--- src/rtl/lrupr_pkg.sv ---
// Shared types, constants and the page wrap table for the LRU page replacement block.
package lrupr_pkg;

	localparam int FRAMES_DEF = 8;
	localparam int PAGES      = 256;
	localparam int PAGE_W     = 8;
	localparam int CFG_W      = 4;
	localparam int SLOT_W     = 3;
	localparam int COUNT_W    = 32;
	localparam logic [CFG_W-1:0] CFG_RESET = CFG_W'(8);

	typedef logic [PAGE_W-1:0] page_t;
	typedef logic [(1 << PAGE_W)-1:0][PAGE_W-1:0] page_tbl_t;

	typedef struct packed {
		logic               fault;
		logic [SLOT_W-1:0]  slot;
		logic               evicted_valid;
		page_t              evicted_page;
		logic [COUNT_W-1:0] fault_count;
	} res_t;

	function automatic page_tbl_t build_page_wrap();
		page_tbl_t t;
		int        r;
		r = 0;
		for (int v = 0; v < (1 << PAGE_W); v++) begin
			t[v] = PAGE_W'(r);
			r++;
			if (r == PAGES) begin
				r = 0;
			end
		end
		return t;
	endfunction

	localparam page_tbl_t PAGE_WRAP = build_page_wrap();

endpackage

--- src/rtl/lru_page_replacement.sv ---
// Top level of the LRU page replacement block: input register, frame store and result register.
// A transaction passes through the input register and then the result register.
// Throughput: one transaction per cycle while out_stall does not hold the result; the frame
// lookup, victim choice and rank update are all combinational between the two registers.
// Reset clears the frame ranks, fill count, fault counter and handshake state, and sets
// frames_in_use to 8; frame pages are held but never read before they are filled.
module lru_page_replacement #(
	parameter int FRAMES = lrupr_pkg::FRAMES_DEF
) (
	input  logic                          clk,
	input  logic                          arst_n,
	input  logic                          cfg_wen,
	input  logic [lrupr_pkg::CFG_W-1:0]   cfg_wdata,
	input  logic                          in_valid,
	output logic                          in_stall,
	input  lrupr_pkg::page_t              page,
	output logic                          out_valid,
	input  logic                          out_stall,
	output logic                          fault,
	output logic [lrupr_pkg::SLOT_W-1:0]  slot,
	output logic                          evicted_valid,
	output lrupr_pkg::page_t              evicted_page,
	output logic [lrupr_pkg::COUNT_W-1:0] fault_count
);

	logic [lrupr_pkg::CFG_W-1:0] frames_in_use_q;
	logic                        valid_s1;
	lrupr_pkg::page_t            page_s1;
	logic                        out_valid_q;
	lrupr_pkg::res_t             res_q;
	lrupr_pkg::res_t             res;
	logic                        out_free;
	logic                        go;

	assign out_free = !out_valid_q || !out_stall;
	assign go       = valid_s1 && out_free;
	assign in_stall = valid_s1 && !out_free;

	always_ff @(posedge clk or negedge arst_n) begin
		if (!arst_n) begin
			frames_in_use_q <= lrupr_pkg::CFG_RESET;
		end else if (cfg_wen) begin
			frames_in_use_q <= cfg_wdata;
		end
	end

	always_ff @(posedge clk or negedge arst_n) begin
		if (!arst_n) begin
			valid_s1    <= 1'b0;
			out_valid_q <= 1'b0;
		end else begin
			if (!in_stall) begin
				valid_s1 <= in_valid;
			end
			if (out_free) begin
				out_valid_q <= go;
			end
		end
	end

	always_ff @(posedge clk) begin
		if (in_valid && !in_stall) begin
			page_s1 <= lrupr_pkg::PAGE_WRAP[page];
		end
		if (go) begin
			res_q <= res;
		end
	end

	lrupr_frames #(
		.FRAMES (FRAMES)
	) u_frames (
		.clk           (clk),
		.arst_n        (arst_n),
		.go            (go),
		.pg            (page_s1),
		.frames_in_use (frames_in_use_q),
		.res           (res)
	);

	assign out_valid     = out_valid_q;
	assign fault         = res_q.fault;
	assign slot          = res_q.slot;
	assign evicted_valid = res_q.evicted_valid;
	assign evicted_page  = res_q.evicted_page;
	assign fault_count   = res_q.fault_count;

endmodule

--- src/rtl/lrupr_frames.sv ---
// Frame store with recency ranks: parallel lookup, fill or eviction choice and rank update.
module lrupr_frames #(
	parameter int FRAMES = lrupr_pkg::FRAMES_DEF
) (
	input  logic                        clk,
	input  logic                        arst_n,
	input  logic                        go,
	input  lrupr_pkg::page_t            pg,
	input  logic [lrupr_pkg::CFG_W-1:0] frames_in_use,
	output lrupr_pkg::res_t             res
);

	localparam int IDX_W  = (FRAMES > 1) ? $clog2(FRAMES) : 1;
	localparam int FILL_W = $clog2(FRAMES + 1);

	lrupr_pkg::page_t   frame_page_q [FRAMES];
	logic [IDX_W-1:0]   frame_rank_q [FRAMES];
	logic [FILL_W-1:0]  filled_q;
	logic [lrupr_pkg::COUNT_W-1:0] faults_q;

	logic [FILL_W-1:0]  n;
	logic [FRAMES-1:0]  active;
	logic [FRAMES-1:0]  filled;
	logic [FRAMES-1:0]  match;
	logic [FRAMES-1:0]  hit_oh;
	logic [FRAMES-1:0]  fill_oh;
	logic [FRAMES-1:0]  oldest_oh;
	logic [FRAMES-1:0]  sel_oh;
	logic               hit;
	logic               fill;
	logic               evict;
	logic [IDX_W-1:0]   sel_idx;
	logic [IDX_W-1:0]   sel_rank;
	lrupr_pkg::page_t   sel_page;
	logic [lrupr_pkg::COUNT_W-1:0] faults_nxt;

	always_comb begin
		if (frames_in_use == '0) begin
			n = FILL_W'(1);
		end else if (int'(frames_in_use) > FRAMES) begin
			n = FILL_W'(FRAMES);
		end else begin
			n = FILL_W'(frames_in_use);
		end
	end

	always_comb begin
		for (int i = 0; i < FRAMES; i++) begin
			active[i]  = FILL_W'(i) < n;
			filled[i]  = FILL_W'(i) < filled_q;
			match[i]   = active[i] && filled[i] && (frame_page_q[i] == pg);
			fill_oh[i] = FILL_W'(i) == filled_q;
			oldest_oh[i] = active[i];
			for (int j = 0; j < FRAMES; j++) begin
				if ((j != i) && active[j] && !(frame_rank_q[j] < frame_rank_q[i])) begin
					oldest_oh[i] = 1'b0;
				end
			end
		end
	end

	assign hit    = |match;
	assign hit_oh = match & (~match + FRAMES'(1));
	assign fill   = !hit && (filled_q < n);
	assign evict  = !hit && !fill;
	assign sel_oh = hit ? hit_oh : (fill ? fill_oh : oldest_oh);

	always_comb begin
		sel_idx  = '0;
		sel_rank = '0;
		sel_page = '0;
		for (int i = 0; i < FRAMES; i++) begin
			if (sel_oh[i]) begin
				sel_idx  = sel_idx | IDX_W'(i);
				sel_rank = sel_rank | frame_rank_q[i];
				sel_page = sel_page | frame_page_q[i];
			end
		end
	end

	assign faults_nxt = (!hit && (faults_q != '1)) ? faults_q + 1'b1 : faults_q;

	always_comb begin
		res.fault         = !hit;
		res.slot          = lrupr_pkg::SLOT_W'(sel_idx);
		res.evicted_valid = evict;
		res.evicted_page  = evict ? sel_page : '0;
		res.fault_count   = faults_nxt;
	end

	always_ff @(posedge clk or negedge arst_n) begin
		if (!arst_n) begin
			filled_q <= '0;
			faults_q <= '0;
			for (int i = 0; i < FRAMES; i++) begin
				frame_rank_q[i] <= '0;
			end
		end else if (go) begin
			faults_q <= faults_nxt;
			if (fill) begin
				filled_q <= filled_q + 1'b1;
			end
			for (int i = 0; i < FRAMES; i++) begin
				if (sel_oh[i]) begin
					frame_rank_q[i] <= '0;
				end else if (filled[i] && (fill || (frame_rank_q[i] < sel_rank))) begin
					frame_rank_q[i] <= frame_rank_q[i] + 1'b1;
				end
			end
		end
	end

	always_ff @(posedge clk) begin
		for (int i = 0; i < FRAMES; i++) begin
			if (go && !hit && sel_oh[i]) begin
				frame_page_q[i] <= pg;
			end
		end
	end

endmodule
--- config.mk ---
export PLATFORM = sky130hd
export DESIGN_NAME = lru_page_replacement
export DESIGN_NICKNAME = d
export VERILOG_FILES = /design/src/rtl/lrupr_pkg.sv /design/src/rtl/lru_page_replacement.sv /design/src/rtl/lrupr_frames.sv
export SDC_FILE = /design/constraint.sdc
export NUM_CORES = 1
export LEC_CHECK = 0
export ABC_CLOCK_PERIOD_IN_PS = 5900
export BUFFER_PORTS_ARGS = -buffer_cell sky130_fd_sc_hd__buf_2
export CORE_MARGIN = 2
export CORE_UTILIZATION = 40
export DETAILED_ROUTE_END_ITERATION = 10
export GPL_TIMING_DRIVEN = 0
export PLACE_DENSITY_LB_ADDON = 0.08
export SLEW_MARGIN = 15
export SYNTH_ARGS = -nofsm -noshare
export SYNTH_HDL_FRONTEND = slang
export SYNTH_SLANG_ARGS = --single-unit
--- constraint.sdc ---
create_clock -name clk -period 5.9 [get_ports clk]
set_input_delay 1.18 -clock clk [delete_from_list [all_inputs] [get_ports clk]]
set_output_delay 1.18 -clock clk [all_outputs]
set_load 0.1 [all_outputs]
==> results.sh, run 1 <==
export IMPL_outcome="completed"
export IMPL_avgSynthCellArea_um2=10.6
export IMPL_grt_max_degree=45
export IMPL_holdPathStages=1
export IMPL_io_buffers=63
export IMPL_gp_congestion=0.883
export IMPL_setup_tns_ps=0
export IMPL_synthesis_area_um2=11900
export IMPL_min_path_type="reg -> reg"
export IMPL_worstPathRequired_ps=6240
export IMPL_finClkSkew_ps=13.9
export IMPL_yosysWarningCount=0
export IMPL_vias_per_cell=5.74
export IMPL_fmax_ghz=0.179
export IMPL_hold_buffers=0
export IMPL_cts_sinks=183
export IMPL_rows=63
export IMPL_setup_violations=0
export IMPL_first_global_vias=8970
export IMPL_clockBufferDepth=2
export IMPL_insertion_delay_ps=440
export IMPL_slew_violations=0
export IMPL_drt_total_wl_um=35900
export IMPL_synth_most_common_cell="edfxtp_1"
export IMPL_num_vias=9249
export IMPL_ys_types=83
export IMPL_firstDrtPassIters=5
export IMPL_fillers=2781
export IMPL_wl_per_cell_um=22.3
export IMPL_boundaryPins=64
export IMPL_cts_clk_slew_worst_paths_ps=70
export IMPL_regArea_um2=5170
export IMPL_fin_nets=1340
export IMPL_coreArea_um2=29400
export IMPL_synth_common_cells="117 x edfxtp_1, 116 x ha_1, 94 x nand2_1"
export IMPL_drv_cap=0
export IMPL_leakagePower_uw=0.00526
export IMPL_die_area_um2=31100
export IMPL_grt_pass1_wl_um=54800
export IMPL_area_growth_synth_to_final_pct=12.2
export IMPL_synth_fp_nets=1257
export IMPL_reg2reg_depth=19
export IMPL_synth_edf_count=117
export IMPL_synth_cells=1124
export IMPL_dp_cells=1579
export IMPL_ys_flop_type="edfxtp_1"
export IMPL_grt_overflow=0
export IMPL_die_height_um=176
export IMPL_path_class="reg -> reg"
export IMPL_post_route_period_util_pct=94.5
export IMPL_antenna_found_initial=0
export IMPL_power_density_nw_per_um2=565
export IMPL_stdcell_count=1610
export IMPL_worst_pin_slew_ps=1270
export IMPL_root_buffer="clkbuf_16"
export IMPL_synth_async_reset_ratio_pct=36.1
export IMPL_initial_utilization_pct=40.3
export IMPL_ys_ff_latch=183
export IMPL_num_antenna_cells=0
export IMPL_worstSetupEndpointType="flop"
export IMPL_yosysTopAreaCell="edfxtp_1"
export IMPL_min_period_ps=5580
export IMPL_h_tree_depth=4
export IMPL_drt_iter0_markers=719
export IMPL_slew_headroom_pct=14.7
export IMPL_yosysSeqAreaShare_pct=43.6
export IMPL_dp_hpwl_um=26900
export IMPL_start_kind="flop"
export IMPL_multi_input_area_um2=6350
export IMPL_yosysTopAreaCellShare_pct=29.6
export IMPL_rsz0062_at_grt="no"
export IMPL_drive_above_1_share_pct=12.9
export IMPL_cts_buffers=17
export IMPL_synth_area_leaders="edfxtp_1 30%, dfrtp_1 14%, ha_1 12%"
export IMPL_drc=0
export IMPL_die_w_um=176
export IMPL_path_max_fanout=10
export IMPL_cts_tree="done"
export IMPL_hold_violations=0
export IMPL_grtUsageTotal_pct=23.6
export IMPL_drtAntennaViolNets=0
export IMPL_critPathArrivalTime_ps=5920
export IMPL_irDropWorstVdd_mv=0.311
## kinds of logic (layout without fill, tap and decap cells)
family,Yosys count,in the layout,synth area share [%]
muxes,8,8,0.728
and+or+nand+nor,382,382,17.3
xor gates and xnor gates,130,130,9.60
DFF,183,183,43.6
AOI/OAI and AO/OA,214,214,13.4
adders and majority gates,116,116,12.2
buffers and inverters,91,187,3.14
## area by class of cell
class / count / share of cell area [%]
plain buffers: 40 / 1.44
clock inverters: 14 / 0.903
repair buffers: 66 / 2.80
flip-flops and latches: 183 / 38.8
well taps: 390 / 3.67
inverters: 49 / 1.38
multi-input cells: 850 / 47.8
clock buffers: 18 / 3.23
## final timing paths
path | from | end | slack (ps)
hold reg to reg | valid_s1 | out_valid | 500
setup / recovery | u_frames.frame_rank_q[14] | u_frames.frame_rank_q[17] | 320
min in group asynchronous | arst_n | u_frames.frame_rank_q[8] | 640
setup reg to reg | u_frames.frame_rank_q[14] | u_frames.frame_rank_q[17] | 320
hold / removal | valid_s1 | out_valid | 500
max in group asynchronous | arst_n | frames_in_use_q[3] | 4630
## per-layer routing
metal	track usage, %	routed length, µm
met3	3.96	1860
met2	39.0	16800
met4	7.13	833
met5	0	0
met1	31.8	16400
## registers in the layout (all words and copies together), names as in the netlist, 3 cells and up
name / flops
u_frames.frame_page_q: 64
fault_count: 32
u_frames.faults_q: 32
u_frames.frame_rank_q: 24
evicted_page: 8
page_s1: 8
frames_in_use_q: 4
u_frames.filled_q: 4
slot: 3
## timing repair
action                     in CTS  in global routing
gates cloned                    0                  0
gates resized for setup         3                  8
setup endpoints to repair      24                 24
pin swaps                       1                  0
buffers inserted                1                  0
## power by group
group / leakage (µW) / switching, µW / internal, µW
clock network: 0.000263 / 535 / 552
registers: 0.00191 / 368 / 1650
logic: 0.00309 / 2880 / 1540
## through the flow
step                      cell area, µm²  total power, µW  util, %  setup slack (ps)  hold slack, ps
after floorplan                    11900             5130        -              1250             457
after global placement             12700             6290     43.1              -848             476
after detailed placement           12700             6380     43.3              -537             485
after CTS                          13300             7500     45.2               130             496
after global routing               13300             8070     45.3              39.1             535
final                              13300             7520     45.3               322             503
## worst max-delay path: stages (launching register included)
cell and delay, ps:
dfrtp_1 560, inv_1 290, ha_1 390, nand2_1 50, o21ai_0 570, nand4_1 180
nor3_1 630, nand3_1 250, a21oi_4 260, clkbuf_4 300, nand2_1 100, o21ai_0 100
a221oi_1 70, and3_2 350, ha_1 310, o21a_1 180, nor2_1 110, a211oi_2 90
or4_1 570, o311ai_2 90
## layout by cell type, fill, tap and decap left out, types with 42 or more instances in the layout
| cell | count |
|---|---|
| a21oi_1 | 42 |
| buf_2 | 73 |
| dfrtp_1 | 65 |
| edfxtp_1 | 117 |
| ha_1 | 116 |
| inv_1 | 48 |
| nand2_1 | 94 |
| nand3_1 | 65 |
| nor2_1 | 63 |
| xnor2_1 | 92 |
Power figures use the tool's default switching activity.
==> run 2, diff against run 1 <==
--- a/config.mk
+++ b/config.mk
@@ -7,6 +7,7 @@
 export LEC_CHECK = 0
 export ABC_CLOCK_PERIOD_IN_PS = 5900
 export BUFFER_PORTS_ARGS = -buffer_cell sky130_fd_sc_hd__buf_2
+export CORE_ASPECT_RATIO = 0.7
 export CORE_MARGIN = 2
 export CORE_UTILIZATION = 40
 export DETAILED_ROUTE_END_ITERATION = 10
==> run 2 against run 1 <==
  * Register-to-register slack got worse by 30 ps
  * Sequential power about the same
  * Highest routed layer is now met5
  * Power grew 3.3%
  * Critical path type unchanged
  * Critical endpoint is now u_frames.frame_rank_q[5]
  * Global-route usage rose by 1.0 points
  * Worst hold slack worse by 8.6 ps
  * Clock skew rose by 0.96 ps
  * Core utilization is 0.84 points higher
  * First-iteration DRC count increased by 35%
==> results.sh, run 2 (synthesized netlist as in run 1, its figures left out) <==
export IMPL_insertion_delay_ps=450
export IMPL_grt_pass1_wl_um=56300
export IMPL_hold_buffers=0
export IMPL_drtAntennaViolNets=0
export IMPL_vias_per_cell=5.87
export IMPL_slew_headroom_pct=33.7
export IMPL_initial_utilization_pct=40.9
export IMPL_fin_nets=1342
export IMPL_fmax_ghz=0.178
export IMPL_path_class="reg -> reg"
export IMPL_drc=0
export IMPL_num_vias=9405
export IMPL_area_growth_synth_to_final_pct=12.8
export IMPL_crit_slowest_cell="dfrtp_1"
export IMPL_grtUsageTotal_pct=24.6
export IMPL_die_w_um=210
export IMPL_firstDrtPassIters=6
export IMPL_cts_buffers=17
export IMPL_grt_overflow=0
export IMPL_finClkSkew_ps=14.8
export IMPL_min_path_type="reg -> reg"
export IMPL_setup_tns_ps=0
export IMPL_layout_common_cells="117 x edfxtp_1, 116 x ha_1, 93 x nand2_1"
export IMPL_hold_violations=0
export IMPL_first_global_vias=8884
export IMPL_post_route_period_util_pct=95.1
export IMPL_start_kind="flop"
export IMPL_grt_max_degree=48
export IMPL_antenna_found_initial=1
export IMPL_crit_path_cell_trace="inv_1, ha_1, nand3_1, nand3_1, nor4_1, and3_1, o211a_1, o21a_1, clkbuf_1, a222oi_1, and3_2, ha_1, o21ai_0, a21oi_1, a21boi_1, or4_1, o311ai_1"
export IMPL_cts_sinks=183
export IMPL_die_area_um2=31100
export IMPL_irDropWorstVdd_mv=0.277
export IMPL_drive_above_1_share_pct=13.3
export IMPL_coreArea_um2=29000
export IMPL_hold_ws_ps=495
export IMPL_worst_pin_slew_ps=990
export IMPL_root_buffer="clkbuf_16"
export IMPL_clockBufferDepth=2
export IMPL_cts_tree="done"
export IMPL_critPathArrivalTime_ps=5940
export IMPL_slowest_delay_ps=760
export IMPL_setup_violations=0
export IMPL_gp_congestion=0.896
export IMPL_drt_iter0_markers=973
export IMPL_drv_cap=0
export IMPL_largest_reg_flops=64
export IMPL_boundaryPins=64
export IMPL_h_tree_depth=4
export IMPL_leakagePower_uw=0.00530
export IMPL_min_period_ps=5610
export IMPL_worstSetupEndpointType="flop"
export IMPL_layout_commonest_cell="edfxtp_1"
export IMPL_drt_total_wl_um=37400
export IMPL_power_density_nw_per_um2=581
export IMPL_min_from="valid_s1"
export IMPL_rsz0062_at_grt="no"
export IMPL_slew_violations=0
export IMPL_dp_hpwl_um=28400
export IMPL_worstPathRequired_ps=6230
export IMPL_die_height_um=148
export IMPL_io_buffers=63
export IMPL_cts_clk_slew_worst_paths_ps=70
export IMPL_timing_rr_start="u_frames.frame_rank_q[9]"
export IMPL_outcome="completed"
export IMPL_regMostFlops="u_frames.frame_page_q"
export IMPL_path_max_fanout=10
export IMPL_wl_per_cell_um=23.3
export IMPL_worstSetupStartpoint="u_frames.frame_rank_q[9]"
export IMPL_rows=52
==> run 2: cell types whose count changed in the layout (fill, tap and decap cells not counted), sizes merged <==
cell	before	now
inv	55	51
bufinv	0	3
clkbuf	39	41
clkinv	6	7
diode	0	1
==> run 2: repair_timing <==
item                                    4_1_cts  5_1_grt
endpoints found under the setup margin       24       24
gates resized for setup                       4        9
buffers inserted                              1        0
pin swaps                                     1        0
==> run 2: per-stage QoR <==
stage | std cells | worst slack [ps] | total power, µW | instance area [µm²] | utilization [%]
floorplan | 1124 | 1250 | 5130 | 11900 | -
global placement | 1565 | -723 | 6370 | 12700 | 43.6
detailed placement | 1567 | -690 | 6450 | 12700 | 43.8
CTS | 1600 | 51.6 | 7670 | 13300 | 46.0
global route | 1600 | 23.0 | 8310 | 13400 | 46.1
finish | 1601 | 289 | 7770 | 13400 | 46.1
==> run 2: worst paths after layout <==
check / end / slack [ps] / cells past startpoint
max: u_frames.frame_rank_q[5] / 290 / 17
min: out_valid / 490 / 1
max reg2reg: u_frames.frame_rank_q[5] / 290 / 17
min reg2reg: out_valid / 490 / 1
max in group asynchronous: frames_in_use_q[3] / 4600 / 2
min in group asynchronous: u_frames.frame_rank_q[7] / 670 / 1
==> run 2: layer usage <==
layer	track usage [%]	part of all wire [%]
met1	39.1	51
met2	32.7	38
met3	6.67	10
met4	5.28	1.1
met5	0	0.035
==> run 2: cell type report <==
cell class,count,area [µm²]
Antenna cell,1,2.50
Buffer,42,203
Clock buffer,18,429
Clock inverter,14,175
Fill cell,2700,15600
Inverter,49,184
Multi-Input combinational cell,850,6360
Sequential cell,183,5170
Tap cell,378,473
Timing Repair Buffer,66,380
==> run 2: worst max-delay path, delay by kind of cell (launching register included) <==
family,cells,cell delay [ps]
flops,1,760
simple gates,6,2080
compound gates,7,1050
fa+ha+maj,2,670
buf+inv,2,920
==> run 2: power breakdown <==
part,switching (µW),leakage (µW),internal (µW)
Clock,521,0.000292,671
Sequential,388,0.00191,1650
Combinational,3000,0.00310,1550
==> run 3, diff against run 2 <==
--- a/config.mk
+++ b/config.mk
@@ -6,12 +6,13 @@
 export NUM_CORES = 1
 export LEC_CHECK = 0
 export ABC_CLOCK_PERIOD_IN_PS = 5900
-export BUFFER_PORTS_ARGS = -buffer_cell sky130_fd_sc_hd__buf_2
 export CORE_ASPECT_RATIO = 0.7
 export CORE_MARGIN = 2
 export CORE_UTILIZATION = 40
 export DETAILED_ROUTE_END_ITERATION = 10
+export DONT_BUFFER_PORTS = 1
 export GPL_TIMING_DRIVEN = 0
+export HOLD_SLACK_MARGIN = 0.03
 export PLACE_DENSITY_LB_ADDON = 0.08
 export SLEW_MARGIN = 15
 export SYNTH_ARGS = -nofsm -noshare
==> run 3 against run 2 <==
  * Global-route usage fell by 0.12 points
  * Clock skew fell by 3.2 ps
  * Sequential power rose by 22%
  * Via count fell by 2.3%
  * Setup slack got worse by 2.7 ps
  * Core utilization fell by 1.4 points
  * Power fell by 1.3%
  * Largest power group unchanged
  * Combinational power fell by 11%
  * Worst hold slack got worse by 72 ps
  * Non-clock buffer count fell by 64
==> results.sh, run 3 (synthesized netlist as in run 1, its figures left out) <==
export IMPL_outcome="completed"
export IMPL_slew_violations=0
export IMPL_gp_congestion=0.944
export IMPL_crit_path_cell_trace="buf_2, clkbuf_4, inv_1, nand2_1, ha_1, inv_1, o311ai_1, nand2_1, and3_1, o211a_1, o21a_1, clkbuf_1, a222oi_1, and3_2, ha_1, o21ai_0, a21oi_1, a21boi_1, or4_1, o311ai_1"
export IMPL_path_class="reg -> reg"
export IMPL_post_route_period_util_pct=95.1
export IMPL_die_w_um=210
export IMPL_hold_buffers=0
export IMPL_dp_hpwl_um=28400
export IMPL_hold_violations=0
export IMPL_comb_power_share_pct=52.7
export IMPL_cts_sinks=183
export IMPL_fin_nets=1278
export IMPL_first_global_vias=8560
export IMPL_grt_max_degree=67
export IMPL_die_height_um=148
export IMPL_switching_power_uw=3870
export IMPL_critPathArrivalTime_ps=5960
export IMPL_fmax_ghz=0.178
export IMPL_irDropWorstVdd_mv=0.221
export IMPL_start_kind="flop"
export IMPL_grt_pass1_wl_um=55400
export IMPL_num_vias=9190
export IMPL_antenna_found_initial=0
export IMPL_leakagePower_uw=0.00500
export IMPL_crit_slowest_cell="dfstp_2"
export IMPL_slew_headroom_pct=31.3
export IMPL_rsz0062_at_grt="no"
export IMPL_die_area_um2=31100
export IMPL_power_total_uw=7670
export IMPL_layout_common_cells="117 x edfxtp_1, 116 x ha_1, 94 x nand2_1"
export IMPL_power_density_nw_per_um2=591
export IMPL_fillers=2718
export IMPL_slowest_delay_ps=530
export IMPL_drt_iter0_markers=923
export IMPL_firstDrtPassIters=5
export IMPL_coreArea_um2=29000
export IMPL_clockBufferDepth=2
export IMPL_cts_clk_slew_worst_paths_ps=70
export IMPL_path_max_fanout=10
export IMPL_largest_reg_flops=64
export IMPL_stdcell_count=1536
export IMPL_wl_per_cell_um=24.3
export IMPL_min_path_type="in -> async"
export IMPL_p_clk_share_pct=14.9
export IMPL_drt_total_wl_um=37400
export IMPL_regMostFlops="u_frames.frame_page_q"
export IMPL_grt_overflow=0
export IMPL_min_period_ps=5610
export IMPL_layout_commonest_cell="edfxtp_1"
export IMPL_drv_cap=0
export IMPL_dp_cells=1503
export IMPL_grtUsageTotal_pct=24.5
export IMPL_boundaryPins=64
export IMPL_worstSetupEndpointType="flop"
export IMPL_drive_above_1_share_pct=8.20
export IMPL_vias_per_cell=5.98
export IMPL_swShare_pct=50.5
export IMPL_rows=52
export IMPL_worst_pin_slew_ps=1030
export IMPL_drc=0
export IMPL_drtAntennaViolNets=0
export IMPL_h_tree_depth=4
export IMPL_p_seq_share_pct=32.4
export IMPL_io_buffers=0
export IMPL_worstPathRequired_ps=6240
export IMPL_area_growth_synth_to_final_pct=9.44
export IMPL_initial_utilization_pct=40.9
export IMPL_num_antenna_cells=0
export IMPL_p_int_uw=3800
export IMPL_cts_buffers=17
export IMPL_finClkSkew_ps=11.7
export IMPL_insertion_delay_ps=450
export IMPL_setup_violations=0
export IMPL_root_buffer="clkbuf_16"
export IMPL_cts_tree="done"
## run 3: layout make-up
type	instances	area [µm²]	area share, %
multi-input combinational	850	6360	49.0
sequential	183	5170	39.8
tap	378	473	3.64
clock buffer	19	443	3.41
buffer	42	203	1.56
inverter	49	184	1.42
clock inverter	13	129	0.993
timing repair buffer	2	27.5	0.212
## run 3: through the flow
step                utilization [%]  hold slack (ps)  setup WS, ps  instance area [µm²]  TNS (ps)
global route                   44.7              398          34.9                13000         0
finish                         44.7              422           287                13000         0
floorplan                         -              457          1250                11900         0
global placement               42.5              477          -751                12300    -31860
CTS                            44.7              402          97.6                13000         0
detailed placement             42.6              479          -695                12400    -12770
## run 3: power groups by stage
stage	clock, µW	sequential (µW)	combinational [µW]
detailed placement	0	2500	3900
global route	1210	2510	4480
global placement	0	2510	3810
finish	1140	2490	4050
floorplan	0	2330	2800
CTS	1160	2480	3920
## run 3: worst max-delay path: cells and delay by family, from the launching register on
| kind | cells | cell delay (ps) |
|---|---|---|
| flip-flops | 1 | 530 |
| AND/OR/NAND/NOR | 5 | 1660 |
| AO/OA/AOI/OAI | 8 | 1670 |
| adder cells (fa/ha/maj) | 2 | 430 |
| buffers and inverters | 5 | 1200 |
## run 3: final timing paths
kind                               startpoint                       end  slack, ps  cells past startpoint
max in group asynchronous              arst_n        frames_in_use_q[3]       5250                      0
min in group clk                     valid_s1                 out_valid        490                      1
hold / removal                         arst_n  u_frames.frame_rank_q[7]        420                      0
setup / recovery           frames_in_use_q[3]  u_frames.frame_rank_q[5]        290                     20
hold reg to reg                      valid_s1                 out_valid        490                      1
setup reg to reg           frames_in_use_q[3]  u_frames.frame_rank_q[5]        290                     20
## run 3: what timing repair did
item,in CTS,in global routing
setup buffers,1,0
pin swaps,1,0
resized for setup,5,8
setup endpoints to repair,24,24
## run 3: routing by layer
layer	routed length (µm)	share of wire (%)	track usage (%)
met1	19200	51	39.5
met2	14000	37	31.2
met3	3620	9.7	6.71
met4	547	1.5	6.24
met5	0	0	0
